===== src/mbda_pkg.sv =====
// ----------------------------------------------------------------------------
// mbda_pkg
// Shared constants and types for the multi-button debounce and activity block.
// ----------------------------------------------------------------------------
package mbda_pkg;

    localparam int NUM_BUTTONS = 3;
    localparam int HIST_W      = 8;
    localparam int FIELD_W     = 3;
    localparam int THR_W       = 4;
    localparam int SLEEP_W     = 8;
    localparam int INST_W      = 3;
    localparam int TIME_W      = 32;

    localparam int CNT_W = $clog2(HIST_W + 1);
    localparam int CMP_W = (CNT_W > THR_W) ? CNT_W : THR_W;

    localparam int TIMEOUT_UNIT_MS = 5 * 1000;
    localparam int TO_W = $clog2(((1 << SLEEP_W) - 1) * TIMEOUT_UNIT_MS + 1);

    localparam int WAKE_HISTORY = 4;

    localparam int CFG_IDX_W  = 2;
    localparam int CFG_DATA_W = 8;

    localparam logic [CFG_IDX_W-1:0] REG_SLEEP_TIMEOUT     = 2'd0;
    localparam logic [CFG_IDX_W-1:0] REG_PRESS_THRESHOLD   = 2'd1;
    localparam logic [CFG_IDX_W-1:0] REG_RELEASE_THRESHOLD = 2'd2;
    localparam logic [CFG_IDX_W-1:0] REG_HANDLER_INSTALLED = 2'd3;

    localparam int S_TDATA_W = 40;
    localparam int M_TDATA_W = 8;

    typedef struct packed {
        logic fired;
        logic held;
        logic recent;
    } lane_res_t;

    typedef struct packed {
        logic               active;
        logic [FIELD_W-1:0] held;
        logic [FIELD_W-1:0] fired;
    } result_t;

endpackage


===== src/mbda_lane.sv =====
// ----------------------------------------------------------------------------
// mbda_lane
// Debounce lane for one button: history, held/done flags and press time.
// ----------------------------------------------------------------------------
module mbda_lane import mbda_pkg::*; (
    input  logic              aclk,
    input  logic              aresetn,
    input  logic              step_en,
    input  logic              wake,
    input  logic              pressed,
    input  logic              ok,
    input  logic              installed,
    input  logic [THR_W-1:0]  press_thr,
    input  logic [THR_W-1:0]  release_thr,
    input  logic [TIME_W-1:0] now_ms,
    input  logic [TO_W-1:0]   timeout,
    output lane_res_t         res
);

    function automatic logic [CMP_W-1:0] popcount(input logic [HIST_W-1:0] v);
        logic [CMP_W-1:0] n;
        n = '0;
        for (int k = 0; k < HIST_W; k++) begin
            n = n + CMP_W'(v[k]);
        end
        return n;
    endfunction

    logic [HIST_W-1:0] history_reg, history_next;
    logic              held_reg, held_next;
    logic              done_reg, done_next;
    logic [TIME_W-1:0] press_time_reg, press_time_next;

    logic [HIST_W-1:0] shifted;
    logic [CMP_W-1:0]  cnt;
    logic              press_ok;
    logic              release_ok;
    logic [TIME_W-1:0] diff;
    logic              in_window;
    logic              stamp;
    logic              fire;

    assign shifted    = {history_reg[HIST_W-2:0], pressed};
    assign cnt        = popcount(shifted);
    assign press_ok   = pressed && (cnt >= CMP_W'(press_thr));
    assign release_ok = !pressed && (cnt <= CMP_W'(release_thr));
    // wrapping age of the stored press, checked in parallel with the update
    assign diff       = now_ms - press_time_reg;
    assign in_window  = diff < TIME_W'(timeout);

    always_comb begin
        history_next = history_reg;
        held_next    = held_reg;
        done_next    = done_reg;
        stamp        = 1'b0;
        fire         = 1'b0;
        if (wake) begin
            history_next = HIST_W'(WAKE_HISTORY);
            held_next    = 1'b1;
            done_next    = 1'b1;
            stamp        = 1'b1;
        end else begin
            history_next = shifted;
            if (press_ok) begin
                if (!held_reg) begin
                    stamp     = 1'b1;
                    held_next = 1'b1;
                end
                if (!done_reg && installed && ok) begin
                    done_next = 1'b1;
                    fire      = 1'b1;
                end
            end else if (release_ok) begin
                held_next = 1'b0;
                done_next = 1'b0;
            end
        end
        press_time_next = stamp ? now_ms : press_time_reg;
    end

    always_ff @(posedge aclk) begin
        if (!aresetn) begin
            history_reg    <= '0;
            held_reg       <= 1'b0;
            done_reg       <= 1'b0;
            press_time_reg <= '0;
        end else if (step_en) begin
            history_reg    <= history_next;
            held_reg       <= held_next;
            done_reg       <= done_next;
            press_time_reg <= press_time_next;
        end
    end

    // a fresh stamp has age zero
    assign res.fired  = fire;
    assign res.held   = held_next;
    assign res.recent = stamp || in_window;

endmodule


===== src/mbda_merge.sv =====
// ----------------------------------------------------------------------------
// mbda_merge
// Combines lane results into one item and buffers it in an output/skid pair.
// ----------------------------------------------------------------------------
module mbda_merge import mbda_pkg::*; (
    input  logic      aclk,
    input  logic      aresetn,
    input  logic      in_valid,
    output logic      in_ready,
    input  lane_res_t lanes [NUM_BUTTONS],
    input  logic      timeout_zero,
    output logic      out_valid,
    input  logic      out_ready,
    output result_t   out_data
);

    result_t merged;
    logic    any_recent;
    logic    accept;

    logic    out_valid_reg, out_valid_next;
    result_t out_data_reg, out_data_next;
    logic    skid_valid_reg, skid_valid_next;
    result_t skid_data_reg, skid_data_next;

    always_comb begin
        merged     = '0;
        any_recent = 1'b0;
        for (int i = 0; i < NUM_BUTTONS; i++) begin
            any_recent = any_recent | lanes[i].recent;
            if (i < FIELD_W) begin
                merged.fired[i] = lanes[i].fired;
                merged.held[i]  = lanes[i].held;
            end
        end
        merged.active = timeout_zero | any_recent;
    end

    assign in_ready = !skid_valid_reg;
    assign accept   = in_valid && in_ready;

    always_comb begin
        out_valid_next  = out_valid_reg;
        out_data_next   = out_data_reg;
        skid_valid_next = skid_valid_reg;
        skid_data_next  = skid_data_reg;
        if (out_ready || !out_valid_reg) begin
            if (skid_valid_reg) begin
                out_valid_next  = 1'b1;
                out_data_next   = skid_data_reg;
                skid_valid_next = 1'b0;
            end else begin
                out_valid_next = accept;
                out_data_next  = merged;
            end
        end else if (accept) begin
            // output stalled, park the item in the skid stage
            skid_valid_next = 1'b1;
            skid_data_next  = merged;
        end
    end

    always_ff @(posedge aclk) begin
        if (!aresetn) begin
            out_valid_reg  <= 1'b0;
            skid_valid_reg <= 1'b0;
        end else begin
            out_valid_reg  <= out_valid_next;
            skid_valid_reg <= skid_valid_next;
        end
        out_data_reg  <= out_data_next;
        skid_data_reg <= skid_data_next;
    end

    assign out_valid = out_valid_reg;
    assign out_data  = out_data_reg;

endmodule


===== src/multi_button_debounce_activity.sv =====
// ----------------------------------------------------------------------------
// multi_button_debounce_activity
// Per-button shift-register debouncer with press handlers and activity flag.
// ----------------------------------------------------------------------------
//  channel | dir | ports                          | content
//  --------+-----+--------------------------------+------------------------------
//  input   | in  | s_tvalid s_tready s_tdata s_tuser | tick or wake, levels, ok, time
//  result  | out | m_tvalid m_tready m_tdata      | fired, held, active
//  config  | in  | cfg_we cfg_index cfg_wdata     | four registers, write only
//
//  one item per cycle while s_tready is high; results are registered
//  all buttons update in parallel lanes in the accept cycle, the merge
//  stage registers the combined result
//  an output register plus one skid entry lets an item be taken while a
//  result waits; s_tready drops only when both are full
//  reset is synchronous and clears lane state, timeout, handler and valid registers
// ----------------------------------------------------------------------------
module multi_button_debounce_activity import mbda_pkg::*; (
    input  logic                  aclk,
    input  logic                  aresetn,
    input  logic                  s_tvalid,
    output logic                  s_tready,
    // key_levels[2:0], handler_ok[5:3], now_ms[37:6], zero fill
    input  logic [S_TDATA_W-1:0]  s_tdata,
    // action
    input  logic                  s_tuser,
    output logic                  m_tvalid,
    input  logic                  m_tready,
    // fired[2:0], held[5:3], active[6], zero fill
    output logic [M_TDATA_W-1:0]  m_tdata,
    input  logic                  cfg_we,
    input  logic [CFG_IDX_W-1:0]  cfg_index,
    input  logic [CFG_DATA_W-1:0] cfg_wdata
);

    logic [TO_W-1:0]   timeout_reg, timeout_next;
    logic [THR_W-1:0]  press_thr_reg, press_thr_next;
    logic [THR_W-1:0]  release_thr_reg, release_thr_next;
    logic [INST_W-1:0] installed_reg, installed_next;

    logic [FIELD_W-1:0] key_levels;
    logic [FIELD_W-1:0] handler_ok;
    logic [TIME_W-1:0]  now_ms;
    logic               step_en;
    lane_res_t          lane_res [NUM_BUTTONS];
    result_t            out_data;

    assign key_levels = s_tdata[FIELD_W-1:0];
    assign handler_ok = s_tdata[2*FIELD_W-1:FIELD_W];
    assign now_ms     = s_tdata[2*FIELD_W+TIME_W-1:2*FIELD_W];
    assign step_en    = s_tvalid && s_tready;

    always_comb begin
        timeout_next     = timeout_reg;
        press_thr_next   = press_thr_reg;
        release_thr_next = release_thr_reg;
        installed_next   = installed_reg;
        if (cfg_we) begin
            unique case (cfg_index)
                REG_SLEEP_TIMEOUT: begin
                    // timeout kept in ms
                    timeout_next = TO_W'(cfg_wdata[SLEEP_W-1:0] * TO_W'(TIMEOUT_UNIT_MS));
                end
                REG_PRESS_THRESHOLD: begin
                    press_thr_next = cfg_wdata[THR_W-1:0];
                end
                REG_RELEASE_THRESHOLD: begin
                    release_thr_next = cfg_wdata[THR_W-1:0];
                end
                REG_HANDLER_INSTALLED: begin
                    installed_next = cfg_wdata[INST_W-1:0];
                end
            endcase
        end
    end

    always_ff @(posedge aclk) begin
        if (!aresetn) begin
            timeout_reg     <= '0;
            press_thr_reg   <= THR_W'(4);
            release_thr_reg <= THR_W'(4);
            installed_reg   <= '0;
        end else begin
            timeout_reg     <= timeout_next;
            press_thr_reg   <= press_thr_next;
            release_thr_reg <= release_thr_next;
            installed_reg   <= installed_next;
        end
    end

    for (genvar i = 0; i < NUM_BUTTONS; i++) begin : g_lane
        logic pressed_i;
        logic ok_i;
        logic inst_i;

        // buttons beyond the field width read as pressed, no handler
        if (i < FIELD_W) begin : g_bits
            assign pressed_i = !key_levels[i];
            assign ok_i      = handler_ok[i];
        end else begin : g_none
            assign pressed_i = 1'b1;
            assign ok_i      = 1'b0;
        end
        if (i < INST_W) begin : g_inst
            assign inst_i = installed_reg[i];
        end else begin : g_noinst
            assign inst_i = 1'b0;
        end

        mbda_lane u_lane (
            .aclk        (aclk),
            .aresetn     (aresetn),
            .step_en     (step_en),
            .wake        (s_tuser),
            .pressed     (pressed_i),
            .ok          (ok_i),
            .installed   (inst_i),
            .press_thr   (press_thr_reg),
            .release_thr (release_thr_reg),
            .now_ms      (now_ms),
            .timeout     (timeout_reg),
            .res         (lane_res[i])
        );
    end

    mbda_merge u_merge (
        .aclk         (aclk),
        .aresetn      (aresetn),
        .in_valid     (s_tvalid),
        .in_ready     (s_tready),
        .lanes        (lane_res),
        .timeout_zero (timeout_reg == '0),
        .out_valid    (m_tvalid),
        .out_ready    (m_tready),
        .out_data     (out_data)
    );

    assign m_tdata = {(M_TDATA_W - $bits(result_t))'(0), out_data};

`ifndef NO_ASSERTIONS
    // input side only stalls when a result is pending
    assert property (@(posedge aclk) disable iff (!aresetn)
        !s_tready |-> m_tvalid)
        else $error("input stalled with no result pending");

    // a handler can only fire on a button that is held
    assert property (@(posedge aclk) disable iff (!aresetn)
        m_tvalid |-> ((m_tdata[FIELD_W-1:0] & ~m_tdata[2*FIELD_W-1:FIELD_W]) == '0))
        else $error("fired without held");

    // every accepted item yields a pending result on the next cycle
    assert property (@(posedge aclk) disable iff (!aresetn)
        (s_tvalid && s_tready) |=> m_tvalid)
        else $error("accepted item produced no result");
`endif

endmodule

===== config.mk =====
export PLATFORM = sky130hd
export DESIGN_NAME = multi_button_debounce_activity
export DESIGN_NICKNAME = d
export VERILOG_FILES = /design/src/mbda_pkg.sv /design/src/mbda_lane.sv /design/src/mbda_merge.sv /design/src/multi_button_debounce_activity.sv
export SDC_FILE = /design/constraint.sdc
export NUM_CORES = 1
export LEC_CHECK = 0
export ABC_AREA = 1
export BUFFER_PORTS_ARGS = -buffer_cell sky130_fd_sc_hd__buf_2
export CAP_MARGIN = 20
export CORE_UTILIZATION = 64
export DETAILED_ROUTE_END_ITERATION = 8
export GPL_TIMING_DRIVEN = 0
export PLACE_DENSITY = 0.84
export SLEW_MARGIN = 30
export SYNTH_ARGS = -nofsm -noshare
export SYNTH_HDL_FRONTEND = slang
export SYNTH_SLANG_ARGS = --single-unit

===== constraint.sdc =====
create_clock -name aclk -period 5.9 [get_ports aclk]
set_input_delay 1.18 -clock aclk [delete_from_list [all_inputs] [get_ports aclk]]
set_output_delay 1.18 -clock aclk [all_outputs]
set_load 0.005 [all_outputs]

* Word-level counts from Yosys, hierarchy flattened
Index checks and enable logic that the tools add are counted. W data, S select, Z words.
Operators by class: add/sub/neg operators 24, multipliers 1, magnitude comparators 9, equal/unequal tests 6, multiplexer cells 44, bitwise logic cells 5, reduce and logical (&&, ||, !) cells 42
Operators with widths (count):
- $lt A32 B21 Y1 | 3
- $sub A32 B32 Y32 | 3
- $add A4 B1 Y4 | 15
- $mux W1 | 40
- $mux W7 | 4
- $logic_not A21 Y1 | 1
- $mul A8 B10 Y18 const B | 1
- $reduce_and A2 Y1 | 8
- $logic_and A1 B1 Y1 | 13
- $ge A4 B4 Y1 | 3
- $le A4 B4 Y1 | 3
- $add A2 B1 Y3 | 3
- $ne A3 B3 Y1 const B | 3
- $reduce_and A3 Y1 | 3
- $reduce_bool A3 Y1 | 3
- $logic_not A1 Y1 | 8
- $add A1 B1 Y2 | 3
- $eq A2 B2 Y1 const B | 2
- $logic_or A1 B1 Y1 | 4
- $or A1 B1 Y1 | 3
- $eq A2 B1 Y1 const B | 1
- $logic_not A2 Y1 | 1
- $not A1 Y1 | 2
- $reduce_or A2 Y1 | 1
Storage, ports and cells: register bits 168, input port bits 56, output and inout bits 10, logic and storage cells 155

* Logic depth before layout (Yosys ltp)
depth after elaboration 17, mapped depth 25, gate-level depth less buffers 25

* Cells and area by module
From an unflattened synthesis, not the netlist that was laid out.
Second synthesis, totals: cell total of the unflattened synthesis 2768, area, all modules 17335.4 µm²
By module, submodules not included:
- mbda_lane (g_lane[1].u_lane) | times used 1, cells an instance 808, area an instance 4869.7 µm², seq. area each 820.8 µm²
- mbda_lane (g_lane[2].u_lane) | times used 1, cells an instance 809, area an instance 4788.3 µm², seq. area each 820.8 µm²
- mbda_lane (g_lane[0].u_lane) | times used 1, cells an instance 785, area an instance 4715.8 µm², seq. area each 820.8 µm²
- multi_button_debounce_activity | times used 1, cells an instance 316, area an instance 2346.0 µm², seq. area each 580.6 µm²
- mbda_merge | times used 1, cells an instance 50, area an instance 615.6 µm², seq. area each 460.4 µm²

* Worst setup path before layout
No wires, ideal clock.
path type in2reg, start in s_tdata[2], end reg g_lane[2].u_lane.press_time_reg[22], library setup time 128 ps, data arrival time 4708 ps, required time 5772 ps, path slack 1064 ps, cell stages on the path 21, buffers on the path 1, cell sequence fa_1 fa_1 fa_1 inv_1 ha_1 inv_1 fa_1 inv_1 ha_1 inv_1 nor2_1 o211ai_1 nand3_1 nand2_1 o21ai_1 inv_1 nor2_1 inv_2 clkbuf_1 o21ai_0 a21oi_1
Between the ends: word-level cells in the longest chain between the ends 13
RTL lines:
- from (decl) | RTL line multi_button_debounce_activity.sv:24 | input logic [S_TDATA_W-1:0] s_tdata,
- $logic_not A1 Y1 * | RTL line multi_button_debounce_activity.sv:98 | assign pressed_i = !key_levels[i];
- $add A1 B1 Y2 | RTL line mbda_lane.sv:24 | n = n + CMP_W'(v[k]);
- $add A2 B1 Y3 | RTL line mbda_lane.sv:24
- $add A4 B1 Y4 (5 in a row) | RTL line mbda_lane.sv:24
- $ge A4 B4 Y1 | RTL line mbda_lane.sv:45 | assign press_ok = pressed && (cnt >= CMP_W'(press_thr));
- $logic_and A1 B1 Y1 * | RTL line mbda_lane.sv:45
- $mux W1 * | RTL line mbda_lane.sv:64 | if (press_ok) begin
- $mux W1 * | RTL line mbda_lane.sv:57 | if (wake) begin
- $reduce_and A2 Y1 (no source line) *
- to (signal assigned) | RTL line mbda_lane.sv:91 | press_time_reg <= press_time_next;
- to (decl) | RTL line mbda_lane.sv:32 | logic [TIME_W-1:0] press_time_reg, press_time_next;
Mark *: on every way between the ends. The rest lies on a longest branch, timed or not. A chain may end at the register's enable or synchronous reset.

* Final worst setup path
start in s_tdata[2], end reg g_lane[2].u_lane.press_time_reg[9]
The elaborated chain is that of the path after synthesis.

==> flow_metrics.tcl <==
set metrics [dict create \
    whs_ns 0.461 \
    post_drt_wl_per_cell_um 16.3 \
    rows 57 \
    netlist_area_mm2 0.0161 \
    vdd_drop_max_v 0.000160 \
    cts_tree "done" \
    worstHoldEndpoint "g_lane[0].u_lane.press_time_reg[12]" \
    grt_max_degree 22 \
    h-tree-depth 4 \
    path_class "input port to flip-flop" \
    clkPwrFrac 0.265 \
    cp.required_ns 6.22 \
    power_w 0.00455 \
    die_h_um 161 \
    totalWireLength_um 48500 \
    p_leak_nw 9.10 \
    intPower_w 0.00257 \
    synth_warnings 0 \
    cts_root_buffer "clkbuf_16" \
    r2r_slack_ns 0.73 \
    ys_async_sr_fraction 0 \
    clk_latency_ns 0.46 \
    core-area_mm2 0.0245 \
    syn2layout_area_growth_pct 8.36 \
    synthCells 2548 \
    synth_fp_nets 2841 \
    r2r-end "g_lane[2].u_lane.press_time_reg[9]" \
    top_usage_layer "met2" \
    comb_power_share 0.455 \
    port-buffer-count 61 \
    grt_pass1_vias 15600 \
    cellPowerDensity_mw_per_mm2 260 \
    clkTransAtPathRegs_ns 0.08 \
    antenna_found_initial 2 \
    min-delay-start "g_lane[0].u_lane.press_time_reg[12]" \
    period_minus_slack_ns 5.65 \
    outcome "finished clean" \
    max_freq_mhz 177 \
    synth_top_area_frac 0.191 \
    power_frac_seq 0.280 \
    cp-start-kind "input port" \
    groute.layer.met2.usage 0.624 \
    tightest_slew_ns 0.766 \
    synth_enable_flop_cells 14 \
    met3_usage 0.0568 \
    min_period_over_period 0.957 \
    grt_use_met1 0.498 \
    ant_nets 0 \
    finClkSkew_ns 0.0244 \
    hold_class "flip-flop to flip-flop" \
    drt_iter0_drc 1357 \
    drc_errors 0 \
    switching_power_w 0.00198 \
    ys_top_cells_by_area "dfxtp_1 (19%), ha_1 (17%), nand2_1 (15%), inv_1 (12%), a21oi_1 (7.9%)" \
    routabilityCongestion 0.975 \
    setup_tns_ns 0 \
    die_w_um 161 \
    grt_pass1_wl_um 76900 \
    end_kind "flip-flop" \
    fin_area_mm2 0.0175 \
    die_area_mm2 0.0259 \
    rr_startpoint "g_lane[2].u_lane.history_reg[0]" \
    cts_setup_buffers 0 \
    r2r_cells 22 \
    drv_slew 0 \
    layout-drive-gt1-share 0.0466 \
    overflow 0 \
    crit_path_max_fanout 10 \
    finalHoldViolCount 0 \
    synth-main-ff-cell "dfxtp_1" \
    io_pins 66 \
    hold_depth 2 \
    grtUsageTotal 0.377 \
    arrival_ns 5.97 \
    cts.sinks 168 \
    switching_share 0.435 \
    place_inst 2933 \
    ys_ff_latch 168 \
    maxCapViolations 0 \
    yosysTopAreaCell "dfxtp_1" \
    finalNonFillerCells 2967 \
    final_nets 2921 \
    finalSetupViolCount 0 \
    synthDistinctLibCells 43 \
    ys_seq_area_frac 0.217 \
    place_area_mm2 0.0169 \
    via_per_inst 5.60 \
    slew_headroom 0.490 \
    syn_avg_cell_area_um2 6.34 \
    largest_reg_flops 96 \
    numCtsBuffers 17 \
    start_util 0.658 \
    firstDrtPassIters 8 \
    vias 16600 \
    grt_setup_unrepaired "no" \
    cts_max_path_buffers 2 \
    dp_hpwl_um 39800 \
]
## kinds of logic (layout without fill, tap and decap cells)
kind of cell / count (synthesis) / count (layout) / share of synthesized area
adder cells (fa/ha/maj): 237 / 237 / 0.195
AO/OA/AOI/OAI: 497 / 497 / 0.164
XOR/XNOR: 64 / 64 / 0.0347
buffers and inverters: 554 / 647 / 0.129
other: 1 / 3 / 0.000232
flip-flops: 168 / 168 / 0.217
AND/OR/NAND/NOR: 1027 / 1027 / 0.261
## worst max-delay path by stage
stage,from,to,slack (ns),cells after the start
6_report,s_tdata[2],g_lane[2].u_lane.press_time_reg[9],0.25,22
5_1_grt,s_tdata[2],g_lane[2].u_lane.press_time_reg[17],0.02,22
4_1_cts,s_tdata[1],g_lane[1].u_lane.press_time_reg[1],0.36,22
3_5_place_dp,s_tdata[1],g_lane[1].u_lane.press_time_reg[1],-0.08,22
3_3_place_gp,s_tdata[1],g_lane[1].u_lane.press_time_reg[25],-0.02,22
2_1_floorplan,s_tdata[2],g_lane[2].u_lane.press_time_reg[22],1.06,21
## per-stage QoR
stage                     setup slack (ns)   util
after floorplan                       1.06      -
after global placement             -0.0161  0.687
after detailed placement           -0.0840  0.687
after CTS                            0.362  0.713
after global routing                0.0225  0.713
final                                0.254  0.713
## cell usage in the layout, fill, tap and decap left out, types with 6 or more instances in the layout
master     instances
o211ai_1           9
nand2_1          651
edfxtp_1          14
nor2_2             8
a211oi_1          21
nand4_1           25
clkbuf_16         17
nor4_1             8
fa_1              24
ha_1             213
inv_1            500
o21ai_0          169
nand2_2            6
clkbuf_1          44
a21oi_1          256
nand3b_1           9
buf_2             62
nand3_1           83
xnor2_1           17
dfxtp_1          154
clkinv_8           6
a31oi_1           14
nor3_1            23
o21bai_1          13
xor2_1            47
nor2_1           200
## power by group through the flow
| stage | sequential [W] | clock, W | combinational (W) |
|---|---|---|---|
| after floorplan | 0.00129 | 0 | 0.00150 |
| after global placement | 0.00129 | 0 | 0.00193 |
| after detailed placement | 0.00130 | 0 | 0.00201 |
| after CTS | 0.00127 | 0.00120 | 0.00203 |
| after global routing | 0.00128 | 0.00125 | 0.00234 |
| final | 0.00127 | 0.00120 | 0.00207 |
## layer usage
metal	vias up	share of wire
met1	7622	0.43
li1	8325	-
met2	582	0.46
met4	0	0.030
met3	83	0.082
met5	-	0
## cell type report
cell class	count	area, µm²
clock inverter	15	206
multi-input combinational	1826	10600
tap	324	405
inverter	506	1900
buffer	48	185
fill	2191	7040
antenna	2	5.00
timing repair buffer	61	305
sequential	168	3500
clock buffer	17	425
## critical path: stages
cell,delay (ns)
buf_2,0.14
fa_1,0.56
fa_1,0.43
fa_1,0.44
inv_1,0.07
ha_1,0.21
inv_1,0.07
fa_1,0.51
inv_1,0.07
ha_1,0.30
inv_1,0.05
nor2_1,0.09
o211ai_1,0.09
nand3_1,0.11
nand2_1,0.09
o21ai_1,0.15
inv_1,0.07
nor2_1,0.52
inv_2,0.21
clkbuf_1,0.29
o21ai_0,0.26
a21oi_1,0.07
## synth_stat cells (3+ instances only)
| library cell | n |
|---|---|
| nor3_2 | 4 |
| xnor2_1 | 17 |
| a21oi_1 | 256 |
| a31oi_1 | 14 |
| o21ai_1 | 5 |
| o211ai_1 | 9 |
| a211oi_1 | 21 |
| edfxtp_1 | 14 |
| nand2_1 | 651 |
| nor2_2 | 7 |
| nand3_1 | 83 |
| nor4_1 | 8 |
| xor2_1 | 47 |
| ha_1 | 213 |
| inv_2 | 5 |
| and3_1 | 3 |
| fa_1 | 24 |
| clkbuf_1 | 44 |
| nor3_1 | 23 |
| o21ai_0 | 169 |
| nand3b_1 | 9 |
| o31ai_1 | 3 |
| inv_1 | 500 |
| nand2_2 | 6 |
| o21bai_1 | 13 |
| nand4_1 | 25 |
| nor2_1 | 201 |
| dfxtp_1 | 154 |
## timing repair
action | CTS | global route
endpoints found under the setup margin | 0 | 1
hold buffers | 0 | 0
gates resized for setup | 0 | 1
Note: power is estimated with default switching activity, not from simulation.
